[src/hw/rtl/wsd_pkg.sv]
`timescale 1ns / 1ps
`default_nettype none
// ----------------------------------------------------------------------------
// WebSocket deframer package
// Shared types, codes and saturating helpers for the client frame deframer.
// ----------------------------------------------------------------------------
package wsd_pkg;

  localparam int unsigned LEN_W   = 64;
  localparam int unsigned SLOTS   = 4;
  localparam int unsigned CNT_W   = 3;

  localparam logic [3:0] OP_CLOSE = 4'h8;
  localparam logic [3:0] OP_PING  = 4'h9;
  localparam logic [6:0] LEN_EXT16 = 7'd126;
  localparam logic [6:0] LEN_EXT64 = 7'd127;
  localparam logic [7:0] PONG_B0  = 8'h8A;
  localparam logic [7:0] PONG_B1  = 8'h00;

  localparam logic CFG_PONG_EN  = 1'b0;
  localparam logic CFG_CLOSE_EN = 1'b1;

  typedef enum logic [2:0] {
    PH_FIRST   = 3'd0,
    PH_SECOND  = 3'd1,
    PH_EXT16   = 3'd2,
    PH_EXT64   = 3'd3,
    PH_MASK    = 3'd4,
    PH_PAYLOAD = 3'd5,
    PH_HALTED  = 3'd6
  } phase_t;

  typedef enum logic [1:0] {
    KIND_FRAME  = 2'd0,
    KIND_CLOSE  = 2'd1,
    KIND_PONG   = 2'd2,
    KIND_BUFFER = 2'd3
  } kind_t;

  typedef struct packed {
    kind_t             kind;
    logic [3:0]        opcode;
    logic [LEN_W-1:0]  payload_length;
    logic [3:0]        header_length;
    logic              close_notify;
    logic [7:0]        pong_byte;
    logic [LEN_W-1:0]  consumed_total;
  } result_t;

  typedef struct packed {
    logic [CNT_W-1:0]     count;
    result_t [SLOTS-1:0]  slot;
  } batch_t;

  localparam result_t RESULT_ZERO = '0;

  function automatic logic [LEN_W-1:0] sat_add(input logic [LEN_W-1:0] a,
                                               input logic [LEN_W-1:0] b);
    logic [LEN_W:0] s;
    s = {1'b0, a} + {1'b0, b};
    return s[LEN_W] ? {LEN_W{1'b1}} : s[LEN_W-1:0];
  endfunction

  function automatic logic [LEN_W-1:0] sat_inc(input logic [LEN_W-1:0] a);
    return (&a) ? a : a + LEN_W'(1);
  endfunction

endpackage
`default_nettype wire

[src/hw/rtl/wsd_parser.sv]
`timescale 1ns / 1ps
`default_nettype none
// ----------------------------------------------------------------------------
// WebSocket deframer header parser
// Walks frame headers one byte per transfer, counts the payload down and
// builds the batch of results that each byte causes.
// ----------------------------------------------------------------------------
module wsd_parser import wsd_pkg::*; (
  input  wire logic       clk,
  input  wire logic       rst_n,
  input  wire logic       in_fire,
  input  wire logic [7:0] data_byte,
  input  wire logic       buffer_last,
  input  wire logic       pong_en,
  input  wire logic       close_en,
  output batch_t          batch
);

  phase_t           phase_r, phase_nxt;
  logic [3:0]       op_r, op_nxt;
  logic             mask_r, mask_nxt;
  logic [3:0]       hbc_r, hbc_nxt;
  logic [LEN_W-1:0] acc_r, acc_nxt;
  logic [LEN_W-1:0] rem_r, rem_nxt;
  logic [LEN_W-1:0] bc_r, bc_nxt;
  // Byte count of the current frame including the byte now being parsed.
  logic [LEN_W-1:0] fb_r, fb_nxt;
  logic [2:0]       ml_r, ml_nxt;

  logic [6:0]       len7;
  logic [LEN_W-1:0] acc_shift;
  logic             ext_end, mask_end, pay_end, sec_short, fin, is_close, pong;
  logic [LEN_W-1:0] len_new, fb_now, sum;
  logic [3:0]       hbc_now;
  result_t          r_frame, r_pong0, r_pong1, r_buf;

  assign len7      = data_byte[6:0];
  assign acc_shift = {acc_r[LEN_W-9:0], data_byte};
  assign ext_end   = (phase_r == PH_EXT16 && hbc_r == 4'd3) ||
                     (phase_r == PH_EXT64 && hbc_r == 4'd9);
  assign mask_end  = (ml_r[2:1] == 2'b00);
  assign pay_end   = (rem_r[LEN_W-1:1] == '0);
  assign sec_short = (len7 != LEN_EXT16) && (len7 != LEN_EXT64);

  always_comb begin
    case (phase_r)
      PH_SECOND:          len_new = sec_short ? LEN_W'(len7) : '0;
      PH_EXT16, PH_EXT64: len_new = acc_shift;
      default:            len_new = acc_r;
    endcase
  end

  always_comb begin
    case (phase_r)
      PH_SECOND:          fin = sec_short && !data_byte[7] && (len7 == 7'd0);
      PH_EXT16, PH_EXT64: fin = ext_end && !mask_r && (acc_shift == '0);
      PH_MASK:            fin = mask_end && (acc_r == '0);
      PH_PAYLOAD:         fin = pay_end;
      default:            fin = 1'b0;
    endcase
  end

  assign is_close = (op_r == OP_CLOSE);
  assign pong     = fin && !is_close && (op_r == OP_PING) && pong_en;
  assign fb_now   = (phase_r == PH_SECOND) ? LEN_W'(2) : fb_r;
  assign sum      = sat_add(bc_r, fb_now);
  assign hbc_now  = (phase_r == PH_SECOND) ? 4'd2 :
                    (phase_r == PH_PAYLOAD) ? hbc_r : hbc_r + 4'd1;

  always_comb begin
    phase_nxt = phase_r;
    case (phase_r)
      PH_FIRST:  phase_nxt = PH_SECOND;
      PH_SECOND: begin
        if (len7 == LEN_EXT16) begin
          phase_nxt = PH_EXT16;
        end else if (len7 == LEN_EXT64) begin
          phase_nxt = PH_EXT64;
        end else if (data_byte[7]) begin
          phase_nxt = PH_MASK;
        end else if (len7 != 7'd0) begin
          phase_nxt = PH_PAYLOAD;
        end
      end
      PH_EXT16, PH_EXT64: begin
        if (ext_end) begin
          if (mask_r) begin
            phase_nxt = PH_MASK;
          end else if (acc_shift != '0) begin
            phase_nxt = PH_PAYLOAD;
          end
        end
      end
      PH_MASK: begin
        if (mask_end && acc_r != '0) begin
          phase_nxt = PH_PAYLOAD;
        end
      end
      PH_PAYLOAD: phase_nxt = PH_PAYLOAD;
      default:    phase_nxt = PH_HALTED;
    endcase
    if (fin) begin
      phase_nxt = is_close ? PH_HALTED : PH_FIRST;
    end
  end

  always_comb begin
    op_nxt   = op_r;
    mask_nxt = mask_r;
    hbc_nxt  = hbc_r;
    acc_nxt  = acc_r;
    ml_nxt   = ml_r;
    fb_nxt   = fb_r;
    rem_nxt  = (phase_r == PH_PAYLOAD) ? rem_r - LEN_W'(rem_r != '0) : len_new;
    case (phase_r)
      PH_FIRST: begin
        op_nxt  = data_byte[3:0];
        hbc_nxt = 4'd1;
        fb_nxt  = LEN_W'(2);
      end
      PH_SECOND: begin
        mask_nxt = data_byte[7];
        ml_nxt   = data_byte[7] ? 3'd4 : 3'd0;
        hbc_nxt  = 4'd2;
        acc_nxt  = len_new;
        fb_nxt   = LEN_W'(3);
      end
      PH_EXT16, PH_EXT64: begin
        acc_nxt = acc_shift;
        hbc_nxt = hbc_now;
        fb_nxt  = sat_inc(fb_r);
      end
      PH_MASK: begin
        hbc_nxt = hbc_now;
        fb_nxt  = sat_inc(fb_r);
        ml_nxt  = (ml_r != 3'd0) ? ml_r - 3'd1 : ml_r;
      end
      PH_PAYLOAD: fb_nxt = sat_inc(fb_r);
      default:    fb_nxt = fb_r;
    endcase
    if (fin) begin
      fb_nxt = LEN_W'(1);
    end
    bc_nxt = buffer_last ? '0 : (fin ? sum : bc_r);

    r_frame                = RESULT_ZERO;
    r_frame.kind           = is_close ? KIND_CLOSE : KIND_FRAME;
    r_frame.opcode         = op_r;
    r_frame.payload_length = len_new;
    r_frame.header_length  = hbc_now;
    r_frame.close_notify   = is_close && close_en;
    r_pong0                = RESULT_ZERO;
    r_pong0.kind           = KIND_PONG;
    r_pong0.pong_byte      = PONG_B0;
    r_pong1                = RESULT_ZERO;
    r_pong1.kind           = KIND_PONG;
    r_pong1.pong_byte      = PONG_B1;
    r_buf                  = RESULT_ZERO;
    r_buf.kind             = KIND_BUFFER;
    r_buf.consumed_total   = fin ? sum : bc_r;

    batch.count   = CNT_W'(fin) + (pong ? CNT_W'(2) : '0) + CNT_W'(buffer_last);
    batch.slot[0] = fin ? r_frame : r_buf;
    batch.slot[1] = pong ? r_pong0 : r_buf;
    batch.slot[2] = r_pong1;
    batch.slot[3] = r_buf;
  end

  always_ff @(posedge clk) begin
    if (!rst_n) begin
      phase_r <= PH_FIRST;
      op_r    <= '0;
      mask_r  <= 1'b0;
      hbc_r   <= '0;
      acc_r   <= '0;
      rem_r   <= '0;
      bc_r    <= '0;
      fb_r    <= LEN_W'(1);
      ml_r    <= '0;
    end else if (in_fire) begin
      phase_r <= phase_nxt;
      op_r    <= op_nxt;
      mask_r  <= mask_nxt;
      hbc_r   <= hbc_nxt;
      acc_r   <= acc_nxt;
      rem_r   <= rem_nxt;
      bc_r    <= bc_nxt;
      fb_r    <= fb_nxt;
      ml_r    <= ml_nxt;
    end
  end

endmodule
`default_nettype wire

[src/hw/rtl/wsd_result_queue.sv]
`timescale 1ns / 1ps
`default_nettype none
// ----------------------------------------------------------------------------
// WebSocket deframer result register
// Holds the results of one byte and shifts them out one transfer at a time.
// ----------------------------------------------------------------------------
module wsd_result_queue import wsd_pkg::*; (
  input  wire logic   clk,
  input  wire logic   rst_n,
  input  wire logic   load,
  input  wire batch_t batch,
  input  wire logic   take,
  output logic        ready,
  output logic        valid,
  output logic        last,
  output result_t     head
);

  logic [CNT_W-1:0]    cnt_r, cnt_nxt;
  result_t [SLOTS-1:0] slot_r, slot_nxt;

  assign valid = (cnt_r != '0);
  assign last  = (cnt_r == CNT_W'(1));
  assign ready = !valid || (last && take);
  assign head  = slot_r[0];

  always_comb begin
    cnt_nxt  = cnt_r;
    slot_nxt = slot_r;
    if (load) begin
      cnt_nxt  = batch.count;
      slot_nxt = batch.slot;
    end else if (take) begin
      cnt_nxt = cnt_r - CNT_W'(1);
      for (int i = 0; i < SLOTS - 1; i++) begin
        slot_nxt[i] = slot_r[i+1];
      end
    end
  end

  always_ff @(posedge clk) begin
    if (!rst_n) begin
      cnt_r <= '0;
    end else begin
      cnt_r <= cnt_nxt;
    end
  end

  always_ff @(posedge clk) begin
    slot_r <= slot_nxt;
  end

endmodule
`default_nettype wire

[src/hw/rtl/websocket_client_frame_deframer.sv]
`timescale 1ns / 1ps
`default_nettype none
// ----------------------------------------------------------------------------
// WebSocket client frame deframer
// Parses client frame headers from a byte stream, skips the payload, and
// reports frames, pong replies and per-buffer byte counts.
//
//   Channel  Direction  Handshake         Payload
//   in_      input      valid / stall     data_byte, buffer_last
//   out_     output     valid / stall     one result per transfer
//   cfg_     input      valid / ready     index, data
//
// Each byte is registered when taken, and its first result is offered in the next cycle.
// A byte with no result lets the next byte follow in the next cycle; a byte with one
// result lets it follow once that result transfers. A byte that causes several results,
// at most four, stalls the input until the last is taken from the single result register
// that serves them one per transfer, so output stalls also stall the input while results remain.
// Reset is synchronous, clears the parser state and the result count, and enables both registers.
// ----------------------------------------------------------------------------
module websocket_client_frame_deframer import wsd_pkg::*; (
  input  wire logic             clk,
  input  wire logic             rst_n,
  input  wire logic             in_valid,
  output logic                  in_stall,
  input  wire logic [7:0]       in_data_byte,
  input  wire logic             in_buffer_last,
  output logic                  out_valid,
  input  wire logic             out_stall,
  output logic [1:0]            out_result_kind,
  output logic [3:0]            out_frame_opcode,
  output logic [LEN_W-1:0]      out_payload_length,
  output logic [3:0]            out_header_length,
  output logic                  out_close_notify,
  output logic [7:0]            out_pong_byte,
  output logic [LEN_W-1:0]      out_consumed_total,
  output logic                  out_last,
  input  wire logic             cfg_valid,
  output logic                  cfg_ready,
  input  wire logic             cfg_index,
  input  wire logic             cfg_data
);

  logic    pong_en_r, close_en_r;
  logic    q_ready, in_fire, out_take;
  batch_t  batch;
  result_t head;

  assign cfg_ready = 1'b1;
  assign in_stall  = !q_ready;
  assign in_fire   = in_valid && q_ready;
  assign out_take  = out_valid && !out_stall;

  always_ff @(posedge clk) begin
    if (!rst_n) begin
      pong_en_r  <= 1'b1;
      close_en_r <= 1'b1;
    end else if (cfg_valid && cfg_ready) begin
      case (cfg_index)
        CFG_PONG_EN:  pong_en_r  <= cfg_data;
        CFG_CLOSE_EN: close_en_r <= cfg_data;
        default:      pong_en_r  <= pong_en_r;
      endcase
    end
  end

  wsd_parser u_parser (
    .clk         (clk),
    .rst_n       (rst_n),
    .in_fire     (in_fire),
    .data_byte   (in_data_byte),
    .buffer_last (in_buffer_last),
    .pong_en     (pong_en_r),
    .close_en    (close_en_r),
    .batch       (batch)
  );

  wsd_result_queue u_queue (
    .clk   (clk),
    .rst_n (rst_n),
    .load  (in_fire),
    .batch (batch),
    .take  (out_take),
    .ready (q_ready),
    .valid (out_valid),
    .last  (out_last),
    .head  (head)
  );

  assign out_result_kind    = head.kind;
  assign out_frame_opcode   = head.opcode;
  assign out_payload_length = head.payload_length;
  assign out_header_length  = head.header_length;
  assign out_close_notify   = head.close_notify;
  assign out_pong_byte      = head.pong_byte;
  assign out_consumed_total = head.consumed_total;

endmodule
`default_nettype wire

[config.mk]
export PLATFORM = sky130hd
export DESIGN_NAME = websocket_client_frame_deframer
export DESIGN_NICKNAME = d
export VERILOG_FILES = /design/src/hw/rtl/wsd_pkg.sv /design/src/hw/rtl/wsd_parser.sv /design/src/hw/rtl/wsd_result_queue.sv /design/src/hw/rtl/websocket_client_frame_deframer.sv
export SDC_FILE = /design/constraint.sdc
export NUM_CORES = 1
export LEC_CHECK = 0
export ABC_AREA = 1
export BUFFER_PORTS_ARGS = -buffer_cell sky130_fd_sc_hd__buf_4
export CAP_MARGIN = 25
export CORE_ASPECT_RATIO = 2
export CORE_MARGIN = 2
export CORE_UTILIZATION = 58
export DETAILED_ROUTE_END_ITERATION = 8
export PLACE_DENSITY = 0.73
export SLEW_MARGIN = 20
export SYNTH_ARGS = -nofsm -noshare
export SYNTH_HDL_FRONTEND = slang
export SYNTH_SLANG_ARGS = --single-unit
export TNS_END_PERCENT = 1
[constraint.sdc]
create_clock -name clk -period 12.1 [get_ports clk]
set_input_delay 0.605 -clock clk [delete_from_list [all_inputs] [get_ports clk]]
set_output_delay 0.605 -clock clk [all_outputs]
set_load 0.01 [all_outputs]
======== Word level (Yosys, flattened, before mapping) ========
Index checks and enable logic that the tools add are counted.
W data, S select, Z words.
operators by class
  $add $sub $neg .......................... 8
  bitwise logic cells ..................... 1
  reductions and logical operators ........ 54
  multiplexer cells ....................... 37
  eq/ne operators ......................... 20
operators by type and width
  kind                     number
  $mux W294                2
  $mux W64                 7
  $pmux W64 S2             2
  $pmux W64 S3             1
  $reduce_bool A64 Y1      3
  $mux W147                1
  $mux W146                1
  $logic_not A64 Y1        2
  $add A64 B64 Y65         1
  $add A64 B1 Y64 const B  1
  $reduce_and A64 Y1       1
  $sub A64 B1 Y64          1
  $logic_not A63 Y1        1
  $mux W3                  14
  $logic_and A1 B1 Y1      16
  $pmux W3 S5              1
  $eq A7 B7 Y1 const B     2
  $ne A7 B7 Y1 const B     2
  $eq A4 B4 Y1 const B     3
  $pmux W4 S3              1
  $reduce_and A2 Y1        6
  $reduce_bool A3 Y1       3
  $mux W4                  2
  $logic_not A7 Y1         1
  31 further kinds         45
storage, ports and cells
  output and inout port bits .............. 151
  bits of input ports ..................... 16
  word-level logic and storage cells ...... 149
  bits in registers ....................... 699

======== Longest topological paths before layout ========
  depth in word-level cells ............... 13
  depth in mapped cells ................... 25
  mapped depth without buffers ............ 23

======== Hierarchy ========
A second synthesis with hierarchy kept.
unflattened totals
  cell total of the unflattened synthesis .. 7114
  area total of the unflattened synthesis .. 51783.4 um^2
by module, submodules not included
  module                           times used  area an instance (um^2)  cells an instance
  wsd_parser                       1           27253.6                  4905
  wsd_result_queue                 1           24415.9                  2191
  websocket_client_frame_deframer  1           113.9                    18

======== Least setup slack after synthesis ========
OpenSTA, ideal clock, no wires.
  kind .................................... register -> register
  from .................................... register u_queue.cnt_r[1]
  to ...................................... register u_queue.slot_r, in the netlist u_queue.head[0], enable pin
  arrival time ............................ 5.347 ns
  setup slack ............................. 6.195 ns
  clock period less this slack ............ 5.905 ns
  required time ........................... 11.542 ns
  buffers on the path ..................... 1
  cell stages (with the launch flop) ...... 12
  cells stage by stage .................... dfxtp_1 -> inv_1 -> ha_1 -> inv_1 -> nor2_1 -> nand2_1 -> nand2_1 -> nand2_1 -> buf_2 -> inv_1 -> nor2_1 -> inv_1
RTL lines
  item                                 line                                   source
  start: declaration                   wsd_result_queue.sv:19                 logic [CNT_W-1:0] cnt_r, cnt_nxt;
  start signal: assignment             wsd_result_queue.sv:45                 cnt_r <= cnt_nxt;
  $eq A3 B1 Y1                         wsd_result_queue.sv:23                 assign last = (cnt_r == CNT_W'(1));
  named net out_last                   websocket_client_frame_deframer.sv:36  output logic out_last,
  $logic_and A1 B1 Y1                  wsd_result_queue.sv:24                 assign ready = !valid || (last && take);
  $logic_or A1 B1 Y1                   wsd_result_queue.sv:24
  $logic_and A1 B1 Y1                  websocket_client_frame_deframer.sv:50  assign in_fire = in_valid && q_ready;
  $reduce_bool A2 Y1 (no source line)  -
  end signal: assignment               wsd_result_queue.sv:50                 slot_r <= slot_nxt;
  end: declaration                     wsd_result_queue.sv:20                 result_t [SLOTS-1:0] slot_r, slot_nxt;
The timed path passes the listed nets, and every way through them passes these cells.
A chain may end at the register's enable or synchronous reset.

==> run summary <==
PostCTS Resize Cnt - 0
number of synthesized flops with an enable pin - 270
Clock transition at path regs - 0.07 ns
Yosys reg bits - 611
Hold Crit Start - cfg_data
VDD IR max - 0.1326 mV
Num CTS Buffers - 53
Worst Setup Start Kind - register
most frequent cells after synthesis - nand2_1, inv_1, nor2_1
main flop type after synthesis - dfxtp_1
die footprint - 0.06629 mm^2
Syn Std Cell Area - 0.03720 mm^2
Clock Power Share - 31.2%
vias in the first global route - 34808
CTS tree - built
largest net degree at the start of global routing - 117
Fin. Hold Viols - 0
met3 track demand over resource - 8.012%
post-DP HPWL - 104900 um
Starting Density - 58.49%
Critical Path End Type - register
Slew headroom - 17.47%
outcome - finished, final reports clean
Mean Syn Cell Area - 6.771 um^2
Core ar. - 0.06360 mm^2
Site Rows - 131
Yosys cell types - 55
Clk Tree Root Cell - clkbuf_16
hold buffer count at CTS - 0
cell with the most instances after synthesis - nand2_1
antenna-violating nets left - 0
ratio of cells with drive above 1 in the final layout - 6.507%
Synth area leaders - edfxtp_1, dfxtp_1, nand2_1
WP data required - 12.48 ns
sw power - 0.002211 W
met1 Usage GRT - 39.43%
worst slew pin tran - 1.227 ns
clk_lat worst skew - 0.66 ns
Max FO, Critical Path - 52
CP dominant cell by count - nand2_1
Switching Fraction - 35.86%
GRT Max-Usage Layer - met2
crit path cell chain - inv_2 -> nand2_4 -> nor2_4 -> buf_4 -> nor2_1 -> ha_1 -> nand2_1 -> inv_1 -> nand2_1 -> nand2_1 -> inv_1 -> nand2_1 -> inv_1 -> nand2_1 -> nand2_1 -> nand2_2 -> a21oi_4 -> buf_4 -> nand2_1 -> nor2_1 -> o21ai_1 -> nand2_1 -> o21ai_0
P_leak - 17.83 nW
pwr dens - 155.2 mW/mm^2
all-layer global routing usage - 41.90%
Area growth syn-to-layout - 6.802%
end of the worst register-to-register path - u_queue.slot_r[187]
Hold EP - close_en_r
Internal Pwr Total - 0.003955 W
FMAX - 187.7 MHz
Max Clock Skew - 0.01868 ns
HP Class - in -> reg
DRC viols - 0
met2 GRT Util - 73.07%
total number of vias - 35999
R2R Path Start - u_parser.phase_r[1]
H-tree levels - 2
Post-Route WL - 140300 um
Worst R2R Path Depth - 23
buffers and inverters on the worst path - 6
critical path data arrival time - 5.71 ns
R2R setup slack - 6.77 ns
initial antenna violation count - 3
Hold Crit Depth - 3
Worst path max stage delay - 0.73 ns
Setup-failing EPs final - 0
Iteration-0 DRC Markers - 2905
Synth Warn # - 0
Die X - 183.1 um
Post-CTS Repair Setup Buffers - 0
CP Depth - 23
sequential area share after synthesis - 40.15%
clk buf depth - 3
grt total ovfl - 0
Final Util - 62.47%
Routability Congestion - 1.121
DR pass1 iterations - 6
period utilization - 44.03%
Comb pwr share - 26.6%
vias per cell - 5.769
Synth top area share - 21.80%
Yosys top cell by area - edfxtp_1
fin crit period - 5.328 ns
Wirelength per Cell - 22.49 um
Port Buffer Count - 160
max cap viols - 0
Async SR Flop Fraction - 0%
first-pass GRT wire length - 206400 um
nets@finish - 5491
Crit Path Class - reg -> reg
max-slew violations - 0
Reg power frac - 42.1%
critical path's slowest cell - a21oi_4
unrepaired setup endpoints after global routing - no
cell family with most CP delay - simple AND/OR/NAND/NOR gates
I/O pin cnt - 167
Die Height - 362.1 um
cell count after synthesis - 5493
Num Clock Sinks - 611
Fin Setup TNS - 0 ns
[flip-flops by register name, indices dropped and copies added, names as in the netlist]
signal            flops
u_parser.acc_r       64
u_queue.cnt_r         3
u_parser.ml_r         3
u_parser.bc_r        64
u_parser.rem_r       64
u_parser.fb_r        64
u_queue.head        140
close_en_r            1
pong_en_r             1
u_parser.mask_r       1
u_parser.op_r         4
u_parser.hbc_r        4
u_queue.slot_r      195
u_parser.phase_r      3
[how the worst max path moves through the flow]
stage	from	end	slack, ns
2_1_floorplan	u_queue.cnt_r[1]	u_queue.head[0]	6.20
3_3_place_gp	u_parser.phase_r[1]	u_queue.slot_r[187]	7.10
3_5_place_dp	u_parser.phase_r[1]	u_queue.slot_r[185]	6.92
4_1_cts	u_parser.phase_r[1]	u_queue.slot_r[183]	6.90
5_1_grt	u_parser.phase_r[1]	u_queue.slot_r[186]	6.49
6_report	u_parser.phase_r[1]	u_queue.slot_r[187]	6.77
[layout make-up]
| class | instances | area, um^2 |
|---|---|---|
| well taps | 798 | 998.5 |
| repair buffers | 196 | 1471 |
| clock buffers | 66 | 1435 |
| inverters | 780 | 2952 |
| clock inverters | 34 | 508.0 |
| flip-flops and latches | 611 | 14930 |
| multi-input cells | 3753 | 17420 |
| fillers | 6138 | 23870 |
| diodes | 2 | 5.005 |
[kinds of logic after synthesis]
logic type | count (synthesis) | synth area share, %
buffers and inverters | 1133 | 13.28
other | 2 | 0.02019
AOI/OAI and AO/OA | 794 | 11.37
DFF | 611 | 40.15
xor gates and xnor gates | 71 | 1.672
and+or+nand+nor | 2802 | 30.80
adders and majority gates | 80 | 2.711
[through the flow]
step	total power, W	worst slack [ns]	hold WS [ns]	std cells	area [um^2]
6_report	0.006166	6.772	0.1845	6240	39730
5_1_grt	0.006381	6.489	0.2222	6238	39720
2_1_floorplan	0.003693	6.195	0.4228	5497	37210
3_5_place_dp	0.004228	6.919	0.4346	6137	37760
3_3_place_gp	0.004212	7.097	0.4262	6137	37760
4_1_cts	0.006129	6.903	0.1693	6237	39700
[power by group through the flow]
stage          clock, W  sequential, W  combinational (W)
5_1_grt         0.00201        0.00262            0.00176
4_1_cts         0.00194        0.00259            0.00160
3_3_place_gp          0        0.00263            0.00158
3_5_place_dp          0        0.00263            0.00159
2_1_floorplan         0        0.00260            0.00109
6_report        0.00193        0.00260            0.00164
[metal layers]
metal	part of all wire (%)	vias up
li1	-	17166
met4	13	0
met1	32	16505
met2	49	1639
met3	6.6	689
met5	0	-
[layout by cell type (no fill, tap or decap), types with 22 or more instances in the layout]
master     netlist  final
a21oi_1        354    354
a22oi_1         32     32
buf_4          159    196
clkbuf_16        0     53
dfxtp_1        341    341
edfxtp_1       270    270
ha_1            79     78
inv_1          767    765
nand2_1       1702   1700
nand3_1        244    243
nand4_1         92     92
nor2_1         599    594
nor3_1          95     94
o211ai_1        33     33
o21ai_0        319    319
o21ai_1         22     22
xnor2_1         35     35
xor2_1          36     36
[worst register-to-register path: cells and delay by family, from the launching register on]
kind                     cells  cell delay, ns
AO/OA/AOI/OAI                3            0.92
adder cells (fa/ha/maj)      1            0.37
buffers and inverters        6            1.47
flip-flops                   1            0.37
AND/OR/NAND/NOR             13            1.92
No activity file was read; power rests on OpenSTA's default activity.
